File: src/design/dlte_pkg.sv
// shared types, constants and helpers of the lease table engine
package dlte_pkg;

  // storage sizes
  localparam int POOL_DEPTH    = 256;
  localparam int LEASE_ENTRIES = 256;
  localparam int PW = $clog2(POOL_DEPTH);
  localparam int CW = $clog2(POOL_DEPTH + 1);
  localparam int LW = $clog2(LEASE_ENTRIES);

  // field widths
  localparam int KIND_W    = 2;
  localparam int MAC_W     = 48;
  localparam int XID_W     = 32;
  localparam int HOST_W    = 8;
  localparam int TIME_W    = 32;
  localparam int SHORT_W   = 16;
  localparam int CFG_W     = 32;
  localparam int CFG_IDX_W = 2;

  // host range of the pool and register reset values
  localparam logic [HOST_W-1:0]  HOST_FIRST      = 8'd1;
  localparam logic [HOST_W-1:0]  HOST_LAST       = 8'd254;
  localparam logic [HOST_W-1:0]  SERVER_HOST_RST = 8'd1;
  localparam logic [SHORT_W-1:0] IDLE_LIMIT_RST  = 16'd60;
  localparam logic [TIME_W-1:0]  LEASE_LIMIT_RST = 32'd3600;
  localparam logic [SHORT_W-1:0] SWEEP_INTV_RST  = 16'd10;

  typedef logic [PW-1:0]     pool_idx_t;
  typedef logic [CW-1:0]     pool_cnt_t;
  typedef logic [LW-1:0]     lease_idx_t;
  typedef logic [HOST_W-1:0] host_t;
  typedef logic [MAC_W-1:0]  mac_t;
  typedef logic [TIME_W-1:0] time_t;

  typedef enum logic [KIND_W-1:0] {
    RT_DISCOVER = 2'd0,
    RT_REQUEST  = 2'd1,
    RT_RELEASE  = 2'd2,
    RT_TICK     = 2'd3
  } req_kind_t;

  typedef enum logic [KIND_W-1:0] {
    RK_OFFER = 2'd0,
    RK_ACK   = 2'd1,
    RK_NAK   = 2'd2
  } reply_kind_t;

  typedef enum logic [CFG_IDX_W-1:0] {
    CFG_SERVER_HOST    = 2'd0,
    CFG_IDLE_LIMIT     = 2'd1,
    CFG_LEASE_LIMIT    = 2'd2,
    CFG_SWEEP_INTERVAL = 2'd3
  } cfg_idx_t;

  // one lease table word
  typedef struct packed {
    mac_t  mac;
    host_t host;
    time_t start;
    time_t limit;
  } lease_word_t;

  localparam int LEASE_W = $bits(lease_word_t);

  // controller states
  typedef enum logic [4:0] {
    ST_IDLE, ST_BUILD_INIT, ST_BUILD, ST_DISPATCH, ST_TICK,
    ST_SW_INIT, ST_SW_RD, ST_SW_CMP, ST_SW_END,
    ST_POP_RD, ST_POP_TAKE,
    ST_LF_INIT, ST_LF_RD, ST_LF_CMP, ST_LF_END,
    ST_DISC_ADD, ST_RENEW,
    ST_PF_INIT, ST_PF_RD, ST_PF_CMP,
    ST_ER_CHK, ST_ER_RD, ST_ER_WR, ST_ER_END,
    ST_MOVE_OLD, ST_REQ_ADD, ST_NAK, ST_REL, ST_REPLY
  } state_t;

  // datapath operations
  typedef enum logic [4:0] {
    OP_NONE, OP_BUILD_INIT, OP_BUILD_STEP, OP_TICK,
    OP_SCAN_INIT, OP_LF_CMP, OP_SW_CMP, OP_SW_TAKE,
    OP_POP_RD, OP_POP_TAKE, OP_DISC_ADD, OP_RENEW,
    OP_PF_INIT, OP_PF_CMP, OP_ER_RD, OP_ER_WR, OP_ER_END,
    OP_MOVE_OLD, OP_REQ_ADD, OP_NAK, OP_REL, OP_OUT
  } op_t;

  typedef struct packed {
    op_t  op;
    logic in_ready;
  } cmd_t;

  typedef struct packed {
    logic      build_pending;
    logic      build_last;
    logic      accepted;
    req_kind_t kind;
    logic      pool_empty;
    logic      cd_zero;
    logic      idx_last;
    logic      lf_found;
    logic      own_host;
    logic      best_found;
    logic      pf_hit;
    logic      off_last;
    logic      er_done;
    logic      out_busy;
  } sts_t;

  // ring pointer step with wrap
  function automatic pool_idx_t pool_next(pool_idx_t p);
    return (p == pool_idx_t'(POOL_DEPTH - 1)) ? '0 : pool_idx_t'(p + 1'b1);
  endfunction

endpackage

File: src/design/dlte_ctrl.sv
// controller state machine sequencing the datapath operations
module dlte_ctrl (
  input  logic           clk,
  input  logic           rst,
  input  dlte_pkg::sts_t sts,
  output dlte_pkg::cmd_t cmd
);
  import dlte_pkg::*;

  state_t state;
  state_t state_next;

  // state register
  always_ff @(posedge clk) begin
    if (rst) begin
      state <= ST_IDLE;
    end else begin
      state <= state_next;
    end
  end

  // next state
  always_comb begin
    state_next = state;
    case (state)
      ST_IDLE: begin
        if (sts.build_pending) state_next = ST_BUILD_INIT;
        else if (sts.accepted) state_next = ST_DISPATCH;
      end
      ST_BUILD_INIT: state_next = ST_BUILD;
      ST_BUILD:      if (sts.build_last) state_next = ST_IDLE;
      ST_DISPATCH: begin
        case (sts.kind)
          RT_TICK:     state_next = ST_TICK;
          RT_DISCOVER: state_next = sts.pool_empty ? ST_IDLE : ST_POP_RD;
          default:     state_next = ST_LF_INIT;
        endcase
      end
      ST_TICK:     state_next = sts.cd_zero ? ST_SW_INIT : ST_IDLE;
      ST_SW_INIT:  state_next = ST_SW_RD;
      ST_SW_RD:    state_next = ST_SW_CMP;
      ST_SW_CMP:   state_next = sts.idx_last ? ST_SW_END : ST_SW_RD;
      ST_SW_END:   state_next = sts.best_found ? ST_SW_INIT : ST_IDLE;
      ST_POP_RD:   state_next = ST_POP_TAKE;
      ST_POP_TAKE: state_next = ST_LF_INIT;
      ST_LF_INIT:  state_next = ST_LF_RD;
      ST_LF_RD:    state_next = ST_LF_CMP;
      ST_LF_CMP:   state_next = sts.idx_last ? ST_LF_END : ST_LF_RD;
      ST_LF_END: begin
        case (sts.kind)
          RT_DISCOVER: state_next = ST_DISC_ADD;
          RT_RELEASE:  state_next = ST_REL;
          default:     state_next = sts.own_host ? ST_RENEW : ST_PF_INIT;
        endcase
      end
      ST_DISC_ADD: state_next = ST_REPLY;
      ST_RENEW:    state_next = ST_REPLY;
      ST_PF_INIT:  state_next = sts.pool_empty ? ST_NAK : ST_PF_RD;
      ST_PF_RD:    state_next = ST_PF_CMP;
      ST_PF_CMP: begin
        if (sts.pf_hit)        state_next = ST_ER_CHK;
        else if (sts.off_last) state_next = ST_NAK;
        else                   state_next = ST_PF_RD;
      end
      ST_ER_CHK:   state_next = sts.er_done ? ST_ER_END : ST_ER_RD;
      ST_ER_RD:    state_next = ST_ER_WR;
      ST_ER_WR:    state_next = ST_ER_CHK;
      ST_ER_END:   state_next = sts.lf_found ? ST_MOVE_OLD : ST_REQ_ADD;
      ST_MOVE_OLD: state_next = ST_REQ_ADD;
      ST_REQ_ADD:  state_next = ST_REPLY;
      ST_NAK:      state_next = ST_REPLY;
      ST_REL:      state_next = ST_IDLE;
      ST_REPLY:    if (!sts.out_busy) state_next = ST_IDLE;
      default:     state_next = ST_IDLE;
    endcase
  end

  // command outputs
  always_comb begin
    cmd.in_ready = (state == ST_IDLE) && !sts.build_pending;
    case (state)
      ST_BUILD_INIT: cmd.op = OP_BUILD_INIT;
      ST_BUILD:      cmd.op = OP_BUILD_STEP;
      ST_TICK:       cmd.op = OP_TICK;
      ST_SW_INIT:    cmd.op = OP_SCAN_INIT;
      ST_SW_CMP:     cmd.op = OP_SW_CMP;
      ST_SW_END:     cmd.op = OP_SW_TAKE;
      ST_POP_RD:     cmd.op = OP_POP_RD;
      ST_POP_TAKE:   cmd.op = OP_POP_TAKE;
      ST_LF_INIT:    cmd.op = OP_SCAN_INIT;
      ST_LF_CMP:     cmd.op = OP_LF_CMP;
      ST_DISC_ADD:   cmd.op = OP_DISC_ADD;
      ST_RENEW:      cmd.op = OP_RENEW;
      ST_PF_INIT:    cmd.op = OP_PF_INIT;
      ST_PF_CMP:     cmd.op = OP_PF_CMP;
      ST_ER_RD:      cmd.op = OP_ER_RD;
      ST_ER_WR:      cmd.op = OP_ER_WR;
      ST_ER_END:     cmd.op = OP_ER_END;
      ST_MOVE_OLD:   cmd.op = OP_MOVE_OLD;
      ST_REQ_ADD:    cmd.op = OP_REQ_ADD;
      ST_NAK:        cmd.op = OP_NAK;
      ST_REL:        cmd.op = OP_REL;
      ST_REPLY:      cmd.op = sts.out_busy ? OP_NONE : OP_OUT;
      default:       cmd.op = OP_NONE;
    endcase
  end

endmodule

File: config.mk
export PLATFORM = sky130hd
export DESIGN_NAME = dlte_ctrl
export DESIGN_NICKNAME = d
export VERILOG_FILES = /design/src/design/dlte_pkg.sv /design/src/design/dlte_ctrl.sv
export SDC_FILE = /design/constraint.sdc
export NUM_CORES = 1
export LEC_CHECK = 0
export BUFFER_PORTS_ARGS = -buffer_cell sky130_fd_sc_hd__buf_4
export CAP_MARGIN = 10
export CORE_ASPECT_RATIO = 1.5
export CORE_MARGIN = 5
export CORE_UTILIZATION = 25
export CTS_CLUSTER_DIAMETER = 120
export DETAILED_ROUTE_END_ITERATION = 10
export SETUP_SLACK_MARGIN = 0.05
export SYNTH_ARGS = -nofsm -noshare
export SYNTH_HDL_FRONTEND = slang
export SYNTH_SLANG_ARGS = --single-unit
File: constraint.sdc
create_clock -name clk -period 1.9 [get_ports clk]
set_clock_uncertainty 0.1 [all_clocks]
set_input_delay 0.38 -clock clk [delete_from_list [all_inputs] [get_ports clk]]
set_output_delay 0.38 -clock clk [all_outputs]
set_load 0.01 [all_outputs]
==> metrics.yaml <==
yosys:
  synth-main-ff-cell: "dfxtp_1"
  ys_async_sr_fraction_pct: 0
  synthMuxAreaShare_pct: 1.03
  avgSynthCellArea_um2: 6.56
  syn-cell-area_um2: 971
  synth_top_family_by_area: "compound AO/OA/AOI/OAI gates"
  synth_edf_count: 0
  synth_area_leader_cell: "dfxtp_1"
  synthesis.nets: 169
  synth.area.top_cells: "dfxtp_1 (10%), o21ai_0 (8.2%), a21oi_1 (5.2%)"
  synth_top_area_share_pct: 10.3
  synth_cells: 148
  synth-seq-area-share_pct: 10.3
  ys_types: 50
  synth-xor-area-share_pct: 2.71
  synth-simple-area-share_pct: 28.6
  ys_ff_latch: 5
  synth-compound-area-share_pct: 41.0
  yosys_warnings: 0
  synth-adder-area-share_pct: 5.15
clock_tree:
  cts_buffer_depth: 2
  cts_tree: "done"
  hold_buffers: 0
  path_clk_slew_ns: 0.04
  clk_latency_ns: 0.23
  cts.sinks: 5
  cts-root-buf: "clkbuf_8"
  h-tree-depth: 1
  cts_buffers: 3
run_status:
  status: "finished with violations"
  violations: "negative setup slack"
floorplan:
  ios: 23
  die_area_um2: 5260
  initial_core_util_pct: 26.1
  num_rows: 27
  coreArea_um2: 3720
  dieWidth_um: 60.9
  die_height_um: 86.3
drt:
  viasPerCell: 5.58
  wl_per_cell_um: 15.7
  via_count: 1367
  wl_um: 3840
  drc: 0
  first_pass_iters: 4
  drt_iter0_drc: 61
  ant_nets: 0
run:
  drv_cap: 0
critical_path:
  critPathSlowestCell: "or3_4"
  cpPeakStageDelay_ns: 0.40
  worstSetupPathType: "flop to output port"
  startpoint_type: "flop"
  end_kind: "output port"
  path_max_fanout: 7
  worstPathArrival_ns: 1.46
  worst_ep_required_time_ns: 1.42
  crit_chain: "buf_6, or3_4, nor4_4, buf_4"
timing:
  fin_crit_sh_pct: 102
  min_period_ns: 1.94
  fin_ws_ns: -0.0412
  max-slew-margin-rel_pct: 76.5
  max_freq_mhz: 515
  setup_viol: 3
  finalHoldViolations: 0
  hold_slack_ns: 0.252
  slew_viol_final: 0
  worstMarginPinSlew_ns: 0.350
  rsz0062_at_grt: "true"
layout:
  utilization_pct: 43.2
  finalNetCount: 224
  drive_gt1_share_pct: 46.5
  top_regs: "state x5"
  num_antenna_cells: 0
  largest_reg_flops: 5
  area_growth_pct: 65.2
  register_area_um2: 116
  regMostFlops: "state"
  nFillCells: 387
  multi_input_area_um2: 831
placement:
  dp_hpwl_um: 2700
  place_worst_setup_slack_ns: 0.0502
  gp_congestion: 0.896
  port_buffers: 22
pwr:
  seqPwrFrac_pct: 13.0
  internal_power_uw: 854
  swShare_pct: 44.0
  pwr-share-comb_pct: 73.5
  ir_worst_vdd_uv: 506
  p_switching_uw: 670
  leakagePower_uw: 0.000666
  power_density_nw_per_um2: 950
  finalPower_uw: 1520
  clkPwrFrac_pct: 13.5
global_routing:
  grt_use_total_pct: 15.2
  grt_pass1_vias: 1320
  grt_first_pass_wirelength_um: 6180
  antenna_found_initial: 0
  grt_max_degree: 24
  grt-ovfl-total: 0
hold_path:
  hold_class: "input pin to flop"
## cell type report
class	instances	share of cell area [%]
Clock buffer	4	2.81
Inverter	9	2.26
Multi-Input combinational cell	121	51.8
Sequential cell	5	7.25
Tap cell	43	3.35
Timing Repair Buffer	63	32.5
## worst max-delay path, delay by kind of cell (launching register included)
kind / cells / cell delay (ns)
DFF: 1 / 0.37
and+or+nand+nor: 2 / 0.56
buffers and inverters: 2 / 0.30
## logic make-up after synthesis
logic type	count (synthesis)
AOI/OAI and AO/OA	60
xor gates and xnor gates	3
adders and majority gates	4
buffers and inverters	22
DFF	5
muxes	1
and+or+nand+nor	53
## worst paths after layout
| path | start | endpoint | slack [ns] | depth (start not counted) |
|---|---|---|---|---|
| setup / recovery | state[3]$_SDFFE_PP0P_ | cmd[0] | -0.04 | 4 |
| hold / removal | rst | state[4]$_SDFFE_PP0P_ | 0.25 | 2 |
| setup reg to reg | state[3]$_SDFFE_PP0P_ | state[1]$_SDFFE_PP0P_ | 0.02 | 7 |
| hold reg to reg | state[1]$_SDFFE_PP0P_ | state[1]$_SDFFE_PP0P_ | 0.61 | 3 |
## layer usage
metal / GRT usage [%] / wire, µm
met5: 0 / 0
met4: 7.89 / 125
met3: 1.64 / 227
met2: 25.6 / 1980
met1: 18.3 / 1510
## synthesized netlist by cell type, types with 2 or more instances
cell      instances
dfxtp_1           5
o21ai_1           2
inv_1             8
nand2b_1          5
nor3_1            4
nor2b_1           4
o22ai_1           4
xnor2_1           2
and2_1            2
a32oi_1           2
ha_1              4
o21ai_0          16
a21oi_1          10
o221ai_1          3
nand3_1           5
a31oi_1           6
a31o_2            2
nor2_1            9
buf_2             9
nand2_1          13
or2_2             2
a41oi_1           2
buf_4             2
## power groups by stage
stage                     sequential (µW)  clock, µW  combinational, µW
final                                 197        206               1120
after floorplan                       152          0                548
after global placement                183          0                902
after CTS                             191        210               1070
after global routing                  202        215               1210
after detailed placement              182          0                903
## metrics by stage
step	cell area (µm²)	TNS, ns	cells
after detailed placement	1340	0	228
final	1600	-0.0872	245
after global placement	1340	0	228
after CTS	1560	-0.101	244
after global routing	1600	-0.422	245
after floorplan	971	0	148
## cells in the final DEF, fill, tap and decap left out, types with 5 or more instances in the layout
cell | Yosys | routed
buf_6 | 1 | 7
inv_1 | 8 | 6
buf_4 | 2 | 53
nor2_1 | 9 | 7
o21ai_0 | 16 | 9
nand3_1 | 5 | 5
o21ai_1 | 2 | 8
a21oi_1 | 10 | 9
nand2_1 | 13 | 11
a31oi_1 | 6 | 6
## repair_timing
action | 4_1_cts | 5_1_grt
buffers inserted | 11 | 1
resized for setup | 31 | 15
setup endpoints to repair | 6 | 8
pin swaps | 2 | 10
gates cloned | 1 | 0
Power figures use the tool's default switching activity.
